**config.mk**
```make
export PLATFORM = sky130hd
export DESIGN_NAME = ptbl_ram
export DESIGN_NICKNAME = d
export VERILOG_FILES = /design/src/hw/rtl/ptbl_ram.sv
export SDC_FILE = /design/constraint.sdc
export NUM_CORES = 1
export LEC_CHECK = 0
export BUFFER_PORTS_ARGS = -buffer_cell sky130_fd_sc_hd__clkbuf_2
export CORE_MARGIN = 2
export CORE_UTILIZATION = 54
export DETAILED_ROUTE_END_ITERATION = 12
export GPL_TIMING_DRIVEN = 1
export MAX_ROUTING_LAYER = met4
export PLACE_DENSITY_LB_ADDON = 0.08
export REMOVE_ABC_BUFFERS = 1
export SLEW_MARGIN = 20
export SYNTH_ARGS = -nofsm -noshare
export SYNTH_HDL_FRONTEND = slang
export SYNTH_SLANG_ARGS = --single-unit
```
**constraint.sdc**
```tcl
create_clock -name clk -period 1.4 [get_ports clk]
set_input_delay 0.07 -clock clk [delete_from_list [all_inputs] [get_ports clk]]
set_output_delay 0.07 -clock clk [all_outputs]
set_load 0.05 [all_outputs]
```
**src/hw/rtl/ptbl_ram.sv**
```systemverilog
`default_nettype none
// ----------------------------------------------------------------------------
// ptbl_ram
// Generic simple dual-port RAM: one write port, one read port, registered read.
// ----------------------------------------------------------------------------
module ptbl_ram #(
  parameter int WIDTH  = 8,
  parameter int DEPTH  = 16,
  parameter int ADDR_W = $clog2(DEPTH)
) (
  input  wire logic              clk,
  input  wire logic              we,
  input  wire logic [ADDR_W-1:0] waddr,
  input  wire logic [WIDTH-1:0]  wdata,
  input  wire logic [ADDR_W-1:0] raddr,
  output logic      [WIDTH-1:0]  rdata
);

  logic [WIDTH-1:0] mem [DEPTH];

  always_ff @(posedge clk) begin
    if (we) begin
      mem[waddr] <= wdata;
    end
    rdata <= mem[raddr];
  end

endmodule
`default_nettype wire

```
* Word level (Yosys, flattened, before mapping)
Memory sizes are Yosys's and may differ from the RTL's. A register that Yosys moved wholly into a read port is not among the register bits. Index checks and enable logic that the tools add are counted.
Operators by class: muxes and demuxes 2
Operators with widths (count):
- two-way mux 1 bit | 2
Storage, ports and cells: bits in registers 0, logic and storage cells 3, memories kept 1, output and inout bits 8, input bits 18, RAM bits 128
Memories:
- mem | words 16, width 8, rd ports 1, clocked after memory_dff 1, write ports 1, RTL line 19 | logic [WIDTH-1:0] mem [DEPTH];

* Depth between registers and ports, before layout
depth in word-level cells 2, mapped depth 5, gate-level depth less buffers 3

* Worst setup path after synthesis
No wires, ideal clock.
kind input port to flip-flop, start point input waddr[2], end point memory mem[0][0], enable pin, stages 2, arrival 1.180 ns, setup slack -0.163 ns, library setup time 0.383 ns, required time 1.017 ns, path buffers 0, cell sequence or3b_2 > nor3_1
RTL lines:
- start, declared | RTL line 13 | input wire logic [ADDR_W-1:0] waddr,
- end, declared | RTL line 19
Straight into the memory's write port.

==> flow_summary_export.csv <==
group,metric,value,unit
run_status,status,"completed",
timing,drv_slew,0,
routing,totalWireLength,9.83,mm
clocking,clk-insertion-delay-late,510,ps
final_layout,layout-drive-gt1-share,33.9,%
floorplan,std_cell_rows,35,
setup_path,reg2reg_depth,3,
synthesis,synth_area,5150,µm²
final_layout,final_cell_mix,"128 x edfxtp_1, 25 x clkbuf_2, 24 x buf_4",
clocking,post-cts-setup-buffers,0,
synthesis,synth_seq_cells,136,
setup_path,crit-reg2reg-capture,"rdata[3]",
setup_path,rrSetupSlack,70,ps
placement,dp_hpwl,6.25,mm
clocking,clock_sink_count,136,
setup_path,path_max_fanout,1,
floorplan,core_area,9240,µm²
timing,slew_headroom,45.2,%
synthesis,yosysUniqueCellTypes,19,
final_layout,final_common_cell,"edfxtp_1",
power_and_ir_drop,p_per_area,1570,nW/µm²
setup_path,cp-end-kind,"flip-flop",
synthesis,synth.avg_cell_area,22.5,µm²
routing,ant_nets,0,
routing,drt-initial-drc-count,156,
clocking,clockBufferDepth,2,
final_layout,areaGrowthSynthToFinish,23.2,%
final_layout,final_nets,316,
routing,via_count,2470,
clocking,cts_tree,"yes",
floorplan,die_area,10300,µm²
routing,wl_per_cell,22.4,µm
routing,drc,0,
power_and_ir_drop,power.leakage,2.20,nW
global_routing,track_usage,21.9,%
synthesis,synth-seq-area-share,77.8,%
routing,dr.pass1.iters,5,
floorplan,die_h,102,µm
clocking,cts_root_buf,"clkbuf_8",
global_routing,grt_pass1_vias,2636,
setup_path,startpoint,"mem[9][3]",
placement,placed_area,5630,µm²
setup_path,worstReg2RegStart,"mem[9][3]",
global_routing,grt.overflow.total,0,
synthesis,ys.warnings.count,0,
timing,period_needed,1330,ps
timing,finalSetupViolations,0,
setup_path,start_kind,"flip-flop",
timing,worst_pin_slew,819,ps
run,cap_violations,0,
final_layout,seq_area,4000,µm²
routing,vias_per_cell,5.63,
timing,period_share,95.2,%
floorplan,die_x,102,µm
setup_path,crit_required,1790,ps
floorplan,io_pins,26,
power_and_ir_drop,power.total,9.95,mW
floorplan,start_util,55.7,%
timing,timing.final.hold_violations,0,
placement,globalplace.congestion,0.749,
synthesis,synth_cells,229,
final_layout,final_area,6340,µm²
timing,setup_tns,0,ps
final_layout,nFillCells,580,
timing,clock.fmax,750,MHz
global_routing,antenna_found_initial,0,
setup_path,path_class,"reg2reg",
placement,io_buffers,25,
global_routing,grt_pass1_wl,14.9,mm
hold_path,hp-class,"in2reg",
clocking,clk_pin_slew,60,ps
timing,fin_skew,5.46,ps
setup_path,endpoint,"rdata[3]",
timing,rsz0062_at_grt,"false",
setup_path,crit_arrival,1730,ps
clocking,numCtsBuffers,17,
final_layout,multiInputGateArea,1070,µm²
clocking,htreeDepth,4,
power_and_ir_drop,ir_drop,0.887,mV
timing,whs,21.3,ps
global_routing,grt_max_degree,18,
final_layout,antenna-diode-count,0,
## per-layer routing
layer	global-route usage [%]	wire [µm]
met4	9.77	97
met3	5.45	498
met2	33.1	4990
met1	28.6	4240
met5	-	0
## power by group
group / total [mW] / internal [mW] / leakage, nW / switching (mW)
Sequential: 4.58 / 4.55 / 1.22 / 0.0270
Clock: 4.82 / 3.23 / 0.310 / 1.58
Combinational: 0.558 / 0.219 / 0.671 / 0.339
Total: 9.95 / 8.01 / 2.20 / 1.95
## per-stage QoR
stage,util [%],setup slack (ps),instances
2_1_floorplan,-,-163,219
3_3_place_gp,60.9,-150,402
3_5_place_dp,60.9,-189,402
4_1_cts,68.6,1.49,439
5_1_grt,68.7,13.1,439
6_report,68.7,66.9,439
## timing repair
| item | CTS | global route |
|---|---|---|
| pin swaps | 0 | 1 |
| hold endpoints to repair | 95 | 0 |
| hold buffers | 6 | 0 |
| setup endpoints to repair | 1 | 3 |
| resized for setup | 1 | 3 |
## worst min path at each step
stage | cells after the start | startpoint | slack, ps | endpoint
2_1_floorplan | 0 | wdata[0] | 170 | mem[0][0]
3_3_place_gp | 1 | wdata[0] | 490 | mem[4][0]
3_5_place_dp | 1 | wdata[0] | 510 | mem[5][0]
4_1_cts | 1 | wdata[2] | 10 | mem[4][2]
5_1_grt | 1 | wdata[2] | 20 | mem[5][2]
6_report | 1 | wdata[2] | 20 | mem[1][2]
## worst max-delay path, cell delays in order (launching register included)
cell and delay [ps]:
edfxtp_1 350, mux4_1 500, a22oi_1 270, nand2_1 90
## synthesized netlist by cell type
cell type,instances,share of area [%]
and2_1,1,0.12
mux4_2,18,7.9
buf_2,3,0.29
edfxtp_1,128,75
mux4_1,14,7.1
buf_6,3,0.66
nor2_1,13,0.95
nand3_1,1,0.097
nand2b_1,2,0.24
nor2b_1,1,0.12
clkdlybuf4s25_2,3,0.58
nand2_1,9,0.66
and2b_1,1,0.15
buf_4,1,0.15
nand3b_1,2,0.29
a22oi_1,16,2.3
nor3_1,4,0.39
dfxtp_1,8,3.1
or3b_2,1,0.17
## cells by family (layout without fill, tap and decap cells)
kind of cell / count (synthesis) / count (layout) / share of synthesized area (%)
compound gates: 16 / 16 / 2.33
buf+inv: 10 / 91 / 1.68
flops: 136 / 136 / 77.8
mux: 32 / 32 / 15.0
simple gates: 35 / 35 / 3.18
## state kept, by name (all words and copies together) (netlist names)
register	cells
mem	128
rdata	8
## area by class of cell
class	instances	area share [%]
multi-input combinational	83	16.8
timing repair buffer	60	7.34
sequential	136	63.1
tap	129	2.54
clock buffer	18	6.59
clock inverter	13	3.57
Power figures use the tool's default switching activity.
