## src/hw/rtl/ptbl_pkg.sv

```systemverilog
`default_nettype none
// ----------------------------------------------------------------------------
// ptbl_pkg
// Shared types and constants of the per-flow token bucket limiter.
// ----------------------------------------------------------------------------
package ptbl_pkg;

  localparam int FLOW_W          = 12;
  localparam int NUM_FLOWS       = 1 << FLOW_W;
  localparam int CNT_W           = FLOW_W + 1;
  localparam int PRUNE_INTERVAL  = 512;
  localparam int OPS_W           = 9;   // holds 0 .. PRUNE_INTERVAL-1
  localparam int TOKEN_FRAC_BITS = 16;
  localparam int BURST_W         = 16;
  localparam int TOK_W           = BURST_W + TOKEN_FRAC_BITS;
  localparam int TIME_W          = 48;
  localparam int RATE_W          = 48;
  localparam int IDLE_W          = 32;
  localparam int RATE_FRAC_BITS  = 32;
  localparam int CHUNK_W         = 16;
  localparam int NUM_CHUNKS      = RATE_W / CHUNK_W;
  localparam int STEP_W          = 2;
  localparam int PROD_W          = TIME_W + RATE_W;
  localparam int SHIFT_OUT       = RATE_FRAC_BITS - TOKEN_FRAC_BITS;
  localparam int CFG_IDX_W       = 2;
  localparam int IDLE_RESET      = 600000;

  localparam logic [CFG_IDX_W-1:0] REG_BURST = 2'd0;
  localparam logic [CFG_IDX_W-1:0] REG_RATE  = 2'd1;
  localparam logic [CFG_IDX_W-1:0] REG_IDLE  = 2'd2;

  localparam logic [TOK_W-1:0] TOKEN_ONE = TOK_W'(1) << TOKEN_FRAC_BITS;

  typedef struct packed {
    logic              valid;
    logic [TOK_W-1:0]  tokens;
    logic [TIME_W-1:0] refill_ms;
    logic [TIME_W-1:0] used_ms;
  } ptbl_entry_t;

  localparam int ENTRY_W = $bits(ptbl_entry_t);

  typedef struct packed {
    logic               start;
    logic [TOK_W-1:0]   tokens;
    logic [BURST_W-1:0] burst;
    logic [TIME_W-1:0]  delta;
    logic [RATE_W-1:0]  rate;
  } ptbl_refill_req_t;

  typedef struct packed {
    logic             done;
    logic [TOK_W-1:0] tokens;
  } ptbl_refill_rsp_t;

  typedef enum logic [5:0] {
    ST_CLEAR = 6'b000001,
    ST_IDLE  = 6'b000010,
    ST_READ  = 6'b000100,
    ST_MUL   = 6'b001000,
    ST_WRITE = 6'b010000,
    ST_SWEEP = 6'b100000
  } ptbl_state_t;

endpackage
`default_nettype wire

```

## src/hw/rtl/ptbl_refill.sv

```systemverilog
`default_nettype none
// ----------------------------------------------------------------------------
// ptbl_refill
// Multi-cycle refill: elapsed time times rate, one 16-bit rate chunk per cycle,
// then saturate against the burst and clamp the new token count.
// ----------------------------------------------------------------------------
module ptbl_refill (
  input  wire logic                      clk,
  input  wire logic                      rst_n,
  input  wire ptbl_pkg::ptbl_refill_req_t req,
  output ptbl_pkg::ptbl_refill_rsp_t      rsp
);

  logic                              busy_r, busy_nxt;
  logic [ptbl_pkg::STEP_W-1:0]       step_r, step_nxt;
  logic [ptbl_pkg::PROD_W-1:0]       acc_r, acc_nxt;
  logic [ptbl_pkg::TIME_W-1:0]       delta_r;
  logic [ptbl_pkg::RATE_W-1:0]       rate_r;
  logic [ptbl_pkg::TOK_W-1:0]        tok_r;
  logic [ptbl_pkg::BURST_W-1:0]      burst_r;
  logic                              done_r, done_nxt;
  logic [ptbl_pkg::TOK_W-1:0]        tok_out_r, tok_out_nxt;

  logic [ptbl_pkg::CHUNK_W-1:0]      chunk;
  logic [ptbl_pkg::TIME_W+ptbl_pkg::CHUNK_W-1:0] prod;
  logic [ptbl_pkg::PROD_W-1:0]       part;
  logic [ptbl_pkg::PROD_W-1:0]       cap32;
  logic [ptbl_pkg::TOK_W-1:0]        cap;
  logic [ptbl_pkg::TOK_W:0]          sum;

  always_comb begin
    case (step_r)
      2'd0:    chunk = rate_r[ptbl_pkg::CHUNK_W-1:0];
      2'd1:    chunk = rate_r[2*ptbl_pkg::CHUNK_W-1:ptbl_pkg::CHUNK_W];
      2'd2:    chunk = rate_r[3*ptbl_pkg::CHUNK_W-1:2*ptbl_pkg::CHUNK_W];
      default: chunk = '0;
    endcase
  end

  assign prod  = delta_r * chunk;
  assign part  = ptbl_pkg::PROD_W'(prod) << {step_r, 4'b0000};
  assign cap   = {burst_r, {ptbl_pkg::TOKEN_FRAC_BITS{1'b0}}};
  assign cap32 = ptbl_pkg::PROD_W'({burst_r, {ptbl_pkg::RATE_FRAC_BITS{1'b0}}});
  assign sum   = {1'b0, tok_r}
               + {1'b0, acc_r[ptbl_pkg::TOK_W+ptbl_pkg::SHIFT_OUT-1:ptbl_pkg::SHIFT_OUT]};

  always_comb begin
    busy_nxt    = busy_r;
    step_nxt    = step_r;
    acc_nxt     = acc_r;
    done_nxt    = 1'b0;
    tok_out_nxt = tok_out_r;
    if (req.start) begin
      busy_nxt = 1'b1;
      step_nxt = '0;
      acc_nxt  = '0;
    end else if (busy_r) begin
      if (step_r == ptbl_pkg::STEP_W'(ptbl_pkg::NUM_CHUNKS)) begin
        // product above the burst fills the bucket outright
        if (acc_r > cap32 || sum > {1'b0, cap}) begin
          tok_out_nxt = cap;
        end else begin
          tok_out_nxt = sum[ptbl_pkg::TOK_W-1:0];
        end
        done_nxt = 1'b1;
        busy_nxt = 1'b0;
      end else begin
        acc_nxt  = acc_r + part;
        step_nxt = step_r + 1'b1;
      end
    end
  end

  always_ff @(posedge clk) begin
    if (!rst_n) begin
      busy_r <= 1'b0;
      done_r <= 1'b0;
      step_r <= '0;
    end else begin
      busy_r <= busy_nxt;
      done_r <= done_nxt;
      step_r <= step_nxt;
    end
    acc_r     <= acc_nxt;
    tok_out_r <= tok_out_nxt;
    if (req.start) begin
      delta_r <= req.delta;
      rate_r  <= req.rate;
      tok_r   <= req.tokens;
      burst_r <= req.burst;
    end
  end

  assign rsp.done   = done_r;
  assign rsp.tokens = tok_out_r;

endmodule
`default_nettype wire

```

## config.mk

```make
export PLATFORM = sky130hd
export DESIGN_NAME = ptbl_refill
export DESIGN_NICKNAME = d
export VERILOG_FILES = /design/src/hw/rtl/ptbl_pkg.sv /design/src/hw/rtl/ptbl_refill.sv
export SDC_FILE = /design/constraint.sdc
export NUM_CORES = 2
export LEC_CHECK = 0
export ABC_AREA = 1
export BUFFER_PORTS_ARGS = -buffer_cell sky130_fd_sc_hd__buf_4
export CORE_MARGIN = 4
export CORE_UTILIZATION = 55
export CTS_BUF_LIST = sky130_fd_sc_hd__clkbuf_8
export DETAILED_ROUTE_END_ITERATION = 7
export PLACE_DENSITY = 0.8
export SLEW_MARGIN = 40
export SYNTH_ARGS = -nofsm -noshare
export SYNTH_HDL_FRONTEND = slang
export SYNTH_SLANG_ARGS = --single-unit
```

## constraint.sdc

```tcl
create_clock -name clk -period 13.1 [get_ports clk]
set_input_delay 0.655 -clock clk [delete_from_list [all_inputs] [get_ports clk]]
set_output_delay 0.655 -clock clk [all_outputs]
set_load 0.1 [all_outputs]
```

Yosys cells after proc, flatten, opt, wreduce, memory -nomap -nowiden
Cells that the tools add are included.
{ "word_totals": {"regBits": 276, "output_inout_bits": 33, "inputBits": 147} }
{ "op_classes": {"n_mux": 6, "shifts": 1, "n_mul": 1, "n_addsub": 3, "reduce_logical": 6, "n_bitwise": 4, "eq_ne": 3, "n_lt_le_gt_ge": 2} }
{ "op_table": {"columns": ["operator", "count"], "rows": [
  ["$add A96 B96 Y96", 1],
  ["$gt A96 B48 Y1", 1],
  ["$shl A64 B6 Y96", 1],
  ["$mul A48 B16 Y64", 1],
  ["$pmux W16 S3", 1],
  ["$add A32 B32 Y33", 1],
  ["$gt A33 B32 Y1", 1],
  ["$mux W32", 1],
  ["$eq A2 B2 Y1 const B", 2],
  ["$mux W1", 4],
  ["$not A1 Y1", 4],
  ["$reduce_and A3 Y1", 1],
  ["$reduce_or A3 Y1", 1],
  ["$add A2 B1 Y2 const B", 1],
  ["$eq A2 B1 Y1 const B", 1],
  ["$logic_not A2 Y1", 1],
  ["$reduce_and A2 Y1", 1],
  ["$reduce_or A2 Y1", 1],
  ["$logic_or A1 B1 Y1", 1]
]} }

Depth between registers and ports, before layout
{ "depth": {"ltp_word": 5, "mapped_depth": 59, "depth_no_buf": 53} }

Least setup slack after synthesis
Ideal clock, no wire load.
{ "synth_timing": {"path_kind": "flip-flop to flip-flop", "startpoint": "register step_r[1] in the netlist's numbering", "endpoint": "register acc_r[91] in the netlist's numbering", "path_slack_ps": 3871, "t_required_ps": 12985, "arrival_ps": 9114, "synth_period_minus_slack_ps": 9229, "stages_incl_launch_ff": 50, "path_cell_list": "dfxtp_1 -> clkbuf_1 -> clkinv_1 -> clkbuf_1 -> clkbuf_1 -> ha_1 -> clkbuf_1 -> clkbuf_1 -> nand2_1 -> nand3_1 -> nand2_1 -> inv_1 -> clkbuf_1 -> nand2_1 -> fa_1 -> fa_1 -> fa_1 -> fa_1 -> (+14 left out) -> xor2_1 -> inv_1 -> nand2_1 -> nand3_1 -> o21ai_0 -> ha_1 -> nand2_1 -> nor2_1 -> inv_1 -> nor2_1 -> inv_1 -> nor2_1 -> nand4_1 -> or2_2 -> nand3_1 -> nor2_1 -> o21ai_0 -> inv_1"} }
{ "synth_via": {"elab_chain_cells": 5, "elab_cells_between_ends": 10} }
{ "synth_rtl": {"columns": ["element", "line", "source"], "rows": [
  ["start: declaration", "ptbl_refill.sv:15", "logic [ptbl_pkg::STEP_W-1:0] step_r, step_nxt;"],
  ["start signal: assignment", "ptbl_refill.sv:82", "step_r <= step_nxt;"],
  ["$eq A2 B2 Y1, or another cell as far along", "ptbl_refill.sv:32", "case (step_r)"],
  ["$pmux W16 S3", "ptbl_refill.sv:32", null],
  ["$mul A48 B16 Y64", "ptbl_refill.sv:40", "assign prod = delta_r * chunk;"],
  ["$shl A64 B6 Y96", "ptbl_refill.sv:41", "assign part = ptbl_pkg::PROD_W'(prod) << {step_r, 4'b0000};"],
  ["$add A96 B96 Y96", "ptbl_refill.sv:68", "acc_nxt = acc_r + part;"],
  ["end signal: assignment", "ptbl_refill.sv:84", "acc_r <= acc_nxt;"],
  ["end: declaration", "ptbl_refill.sv:16", "logic [ptbl_pkg::PROD_W-1:0] acc_r, acc_nxt;"]
]} }
Parallel ways exist; a longest one is shown, timed or not.
A chain may end at the register's enable or synchronous reset.

Worst setup path after layout
{ "layout_timing": {"startpoint": "register step_r[0] in the netlist's numbering", "endpoint": "register acc_r[86] in the netlist's numbering"} }
Same word-level chain as after synthesis.

==> results summary <==
The number of placement rows came out at 105. The number of failing hold endpoints at the final stage is 0. The proportion of layout cells with a drive suffix above 1 is 5.49%. The TritonCTS clock tree is built.

Entering global routing, the biggest net connects 80 pins. The post-CTS setup repair buffer count is 0. The area fraction in compound gates after synthesis is 9.32%. In this run, the number of DRC markers left after iteration 0 of detailed routing was 4702. The synthesized design contains 276 register bits. The required time of the critical path is 13.68 ns.

The kind of critical path is flip-flop to flip-flop. The count of nets left with antenna violations after detail routing is 0. The relative slew slack came out at 46.1%. The maximum clock frequency is 88.5 MHz.

The sequential cells in the finished layout cover a total of 7290 µm². The master cell of the clock root buffer is sky130_fd_sc_hd__clkbuf_8. Data on the critical path arrives at its endpoint at 11.88 ns. Dividing the synthesized area by the synthesized cell count gives 7.26 µm². Among all cell types in the netlist, the one instantiated most often is sky130_fd_sc_hd__nand2_1. The multi-input combinational cell area came out at 32800 µm². In the synthesized netlist, the number of instances is 6308. The maximum clock skew at final layout came out at 0.0792 ns. The area growth from synthesis to layout came out at 7.20%.

The cell type with the highest aggregate area in the netlist is sky130_fd_sc_hd__fa_1. The first-pass iteration count of the detailed router came out at 8. The fraction of synthesized cell area in xor and xnor cells is 1.99%. From left edge to right edge, the die measures 297 µm. The wire length of the first global-routing pass came out at 246000 µm. The post-route standard cell area excluding fillers came out at 49100 µm². For this run, the total global-route usage over all layers was measured as 36.8%. After synthesis, the largest area contributor takes up 28.2% of total cell area. Along the worst path, the maximum fanout reaches 40. The via count of the first global-routing pass was 43100.

The startpoint class of the critical path is a flip-flop. For this run the aggregate overflow at the end of global routing stands at 0. The count of placed standard cells including taps came out at 7409. After synthesis, the largest family of logic cells by area is adder cells. The final weighted congestion in routability-driven placement came out at 1.09. Adding up every negative setup slack in the final design gives 0 ns.

When the netlist entered floorplanning its net count stood at 7398. The clock buffer count from CTS is 51. The fraction of the mapped netlist area in adder cells came out at 36.3%. For this run, design rule violations remaining after detail routing come to 13. The vias after detailed routing is 43100. The final reports fail on DRC.

The post-layout net count is 7482. The sequential fraction of the synthesis area is 15.9%. The min-delay analysis places its worst path in the category input port to flip-flop. In the post-synthesis netlist, the biggest area contributors are sky130_fd_sc_hd__fa_1, sky130_fd_sc_hd__nand2_1, sky130_fd_sc_hd__edfxtp_1, sky130_fd_sc_hd__inv_1, sky130_fd_sc_hd__ha_1.

The total routed wirelength came out at 162000 µm. STA classifies the critical path endpoint as a flip-flop. Setup repair after global routing left no endpoint under its margin. The clock slew seen by the registers of the worst setup and hold paths came out at 0.06 ns. The half-perimeter wire length of the detailed placement result came out at 135000 µm. The delay of the slowest cell on the worst path came out at 0.62 ns. The final setup violation count came out at 0. The area of placed instances is 48000 µm². Counting flops with an async set or reset pin after synthesis yields a share of 0%. The total standard cell area after synthesis is 45800 µm². The smallest clock period supported by the final layout is computed as 11.30 ns. The filler-free cell count of the finished design came out at 7507. The layout has 7730 filler cells.

The most numerous cell type found on the critical path is sky130_fd_sc_hd__inv_1. The number of warnings reported in the yosys synthesis log came out at 0. The reported max-cap violation count is 0.

The number of ports placed on the die boundary came out at 180. The count of different cell masters after synthesis is 55. The most used flip-flop cell after synthesis is sky130_fd_sc_hd__edfxtp_1. Once the floorplan was initialized, standard cells occupied 55.7% of the core. The average routed wire per standard cell came out at 21.6 µm. The initial antenna violation count is 4.

The quantity of I/O buffers inserted on ports is 179. After Yosys synthesis, and, or, nand and nor cells account for 23.8% of the synthesized area. The flow ran to the end, but the final reports show violations.

In the routed layout, each cell is associated on average with a via count of 5.74. In this run, synthesis inferred 176 flip-flops with an integrated enable. The vertical die dimension came out at 297 µm.

The post-route clock period utilization is 86.3%. By count the netlist is led by sky130_fd_sc_hd__nand2_1, sky130_fd_sc_hd__inv_1, sky130_fd_sc_hd__nor2_1. Counting along the longest clock path gives a buffer depth of 3. Buffers inserted to repair hold after CTS numbered 0. The slowest stage cell on the critical path is sky130_fd_sc_hd__nor4_1. The count of final max-slew check failures is 0. The transition time at the pin with the least slew margin is 0.801 ns. The number of sinks on the clock net is 276.

The core region area came out at 82200 µm². The total die area is 87900 µm². The clock latency on the worst-skew pair is 0.76 ns.

The mux contribution to synthesized area is 0.0656%. The maximum level of the CTS H-tree is 2. Gates resized during post-CTS repair numbered 0.
==> layout by cell type (no fill, tap or decap), types with 10 or more instances in the layout <==
cell	Yosys	layout
sky130_fd_sc_hd__a211oi_1	10	10
sky130_fd_sc_hd__a21boi_0	12	12
sky130_fd_sc_hd__a21o_1	18	18
sky130_fd_sc_hd__a21oi_1	306	306
sky130_fd_sc_hd__a31oi_1	13	13
sky130_fd_sc_hd__buf_4	1	212
sky130_fd_sc_hd__clkbuf_8	0	53
sky130_fd_sc_hd__clkinv_1	7	13
sky130_fd_sc_hd__clkinv_2	0	14
sky130_fd_sc_hd__dfxtp_1	100	99
sky130_fd_sc_hd__edfxtp_1	176	176
sky130_fd_sc_hd__fa_1	644	644
sky130_fd_sc_hd__ha_1	299	299
sky130_fd_sc_hd__inv_1	1328	1341
sky130_fd_sc_hd__nand2_1	1412	1412
sky130_fd_sc_hd__nand3_1	263	263
sky130_fd_sc_hd__nand4_1	64	64
sky130_fd_sc_hd__nor2_1	845	843
sky130_fd_sc_hd__nor3_1	42	41
sky130_fd_sc_hd__nor4_1	28	28
sky130_fd_sc_hd__o211ai_1	23	23
sky130_fd_sc_hd__o21a_1	22	22
sky130_fd_sc_hd__o21ai_0	264	263
sky130_fd_sc_hd__o21ai_1	11	12
sky130_fd_sc_hd__o21bai_1	38	38
sky130_fd_sc_hd__or2_2	24	24
sky130_fd_sc_hd__xnor2_1	30	30
sky130_fd_sc_hd__xor2_1	74	74
==> registers in the layout, summed over array words and instances, names as in the netlist <==
register	flops
burst_r	16
step_r	2
rate_r	48
done_r	1
tok_out_r	32
acc_r	96
busy_r	1
tok_r	32
delta_r	48
==> area by class of cell <==
type | instances | area share (%)
antenna | 3 | 0.0153
inverter | 1344 | 10.3
clock inverter | 43 | 0.612
sequential | 276 | 14.8
tap | 1070 | 2.73
timing repair buffer | 214 | 3.29
clock buffer | 52 | 1.46
multi-input combinational | 4505 | 66.8
==> logic make-up after synthesis <==
kind of cell | after synthesis
DFF | 276
muxes | 3
adders and majority gates | 943
buffers and inverters | 1527
and+or+nand+nor | 2699
AOI/OAI and AO/OA | 756
xor gates and xnor gates | 104
==> worst max-delay path: cells and delay by family (launching register included) <==
kind / cells / cell delay (ns)
AND/OR/NAND/NOR: 20 / 4.09
adder cells (fa/ha/maj): 9 / 4.54
AO/OA/AOI/OAI: 3 / 0.62
buffers and inverters: 15 / 1.53
flip-flops: 1 / 0.36
==> per-stage QoR <==
stage                     setup WS, ns  hold WS (ns)  util [%]
after CTS                         2.01        0.0296      59.7
after detailed placement          2.10         0.492      58.4
final                             1.80        0.0777      59.7
after global placement            2.06         0.486      58.4
after global routing              1.26        0.0544      59.7
after floorplan                   3.87         0.443         -
==> worst paths after layout <==
path,start,to,slack (ns),cells after the start
setup / recovery,step_r[0],acc_r[86],1.80,47
hold / removal,req[49],delta_r[1],0.08,1
setup reg to reg,step_r[0],acc_r[86],1.80,47
hold reg to reg,acc_r[11],acc_r[11],0.51,1
==> routing by layer <==
metal	GRT usage, %	vias to the layer above	share of wire (%)
li1	-	19500	-
met1	46.9	20800	39
met2	60.5	2206	46
met3	6.14	524	8.8
met4	19.6	4	6.3
met5	0	-	0.017
Power is left out: the tool's default activity adds up to more than one toggle a clock period on the data nets, which glitch-free logic cannot reach.
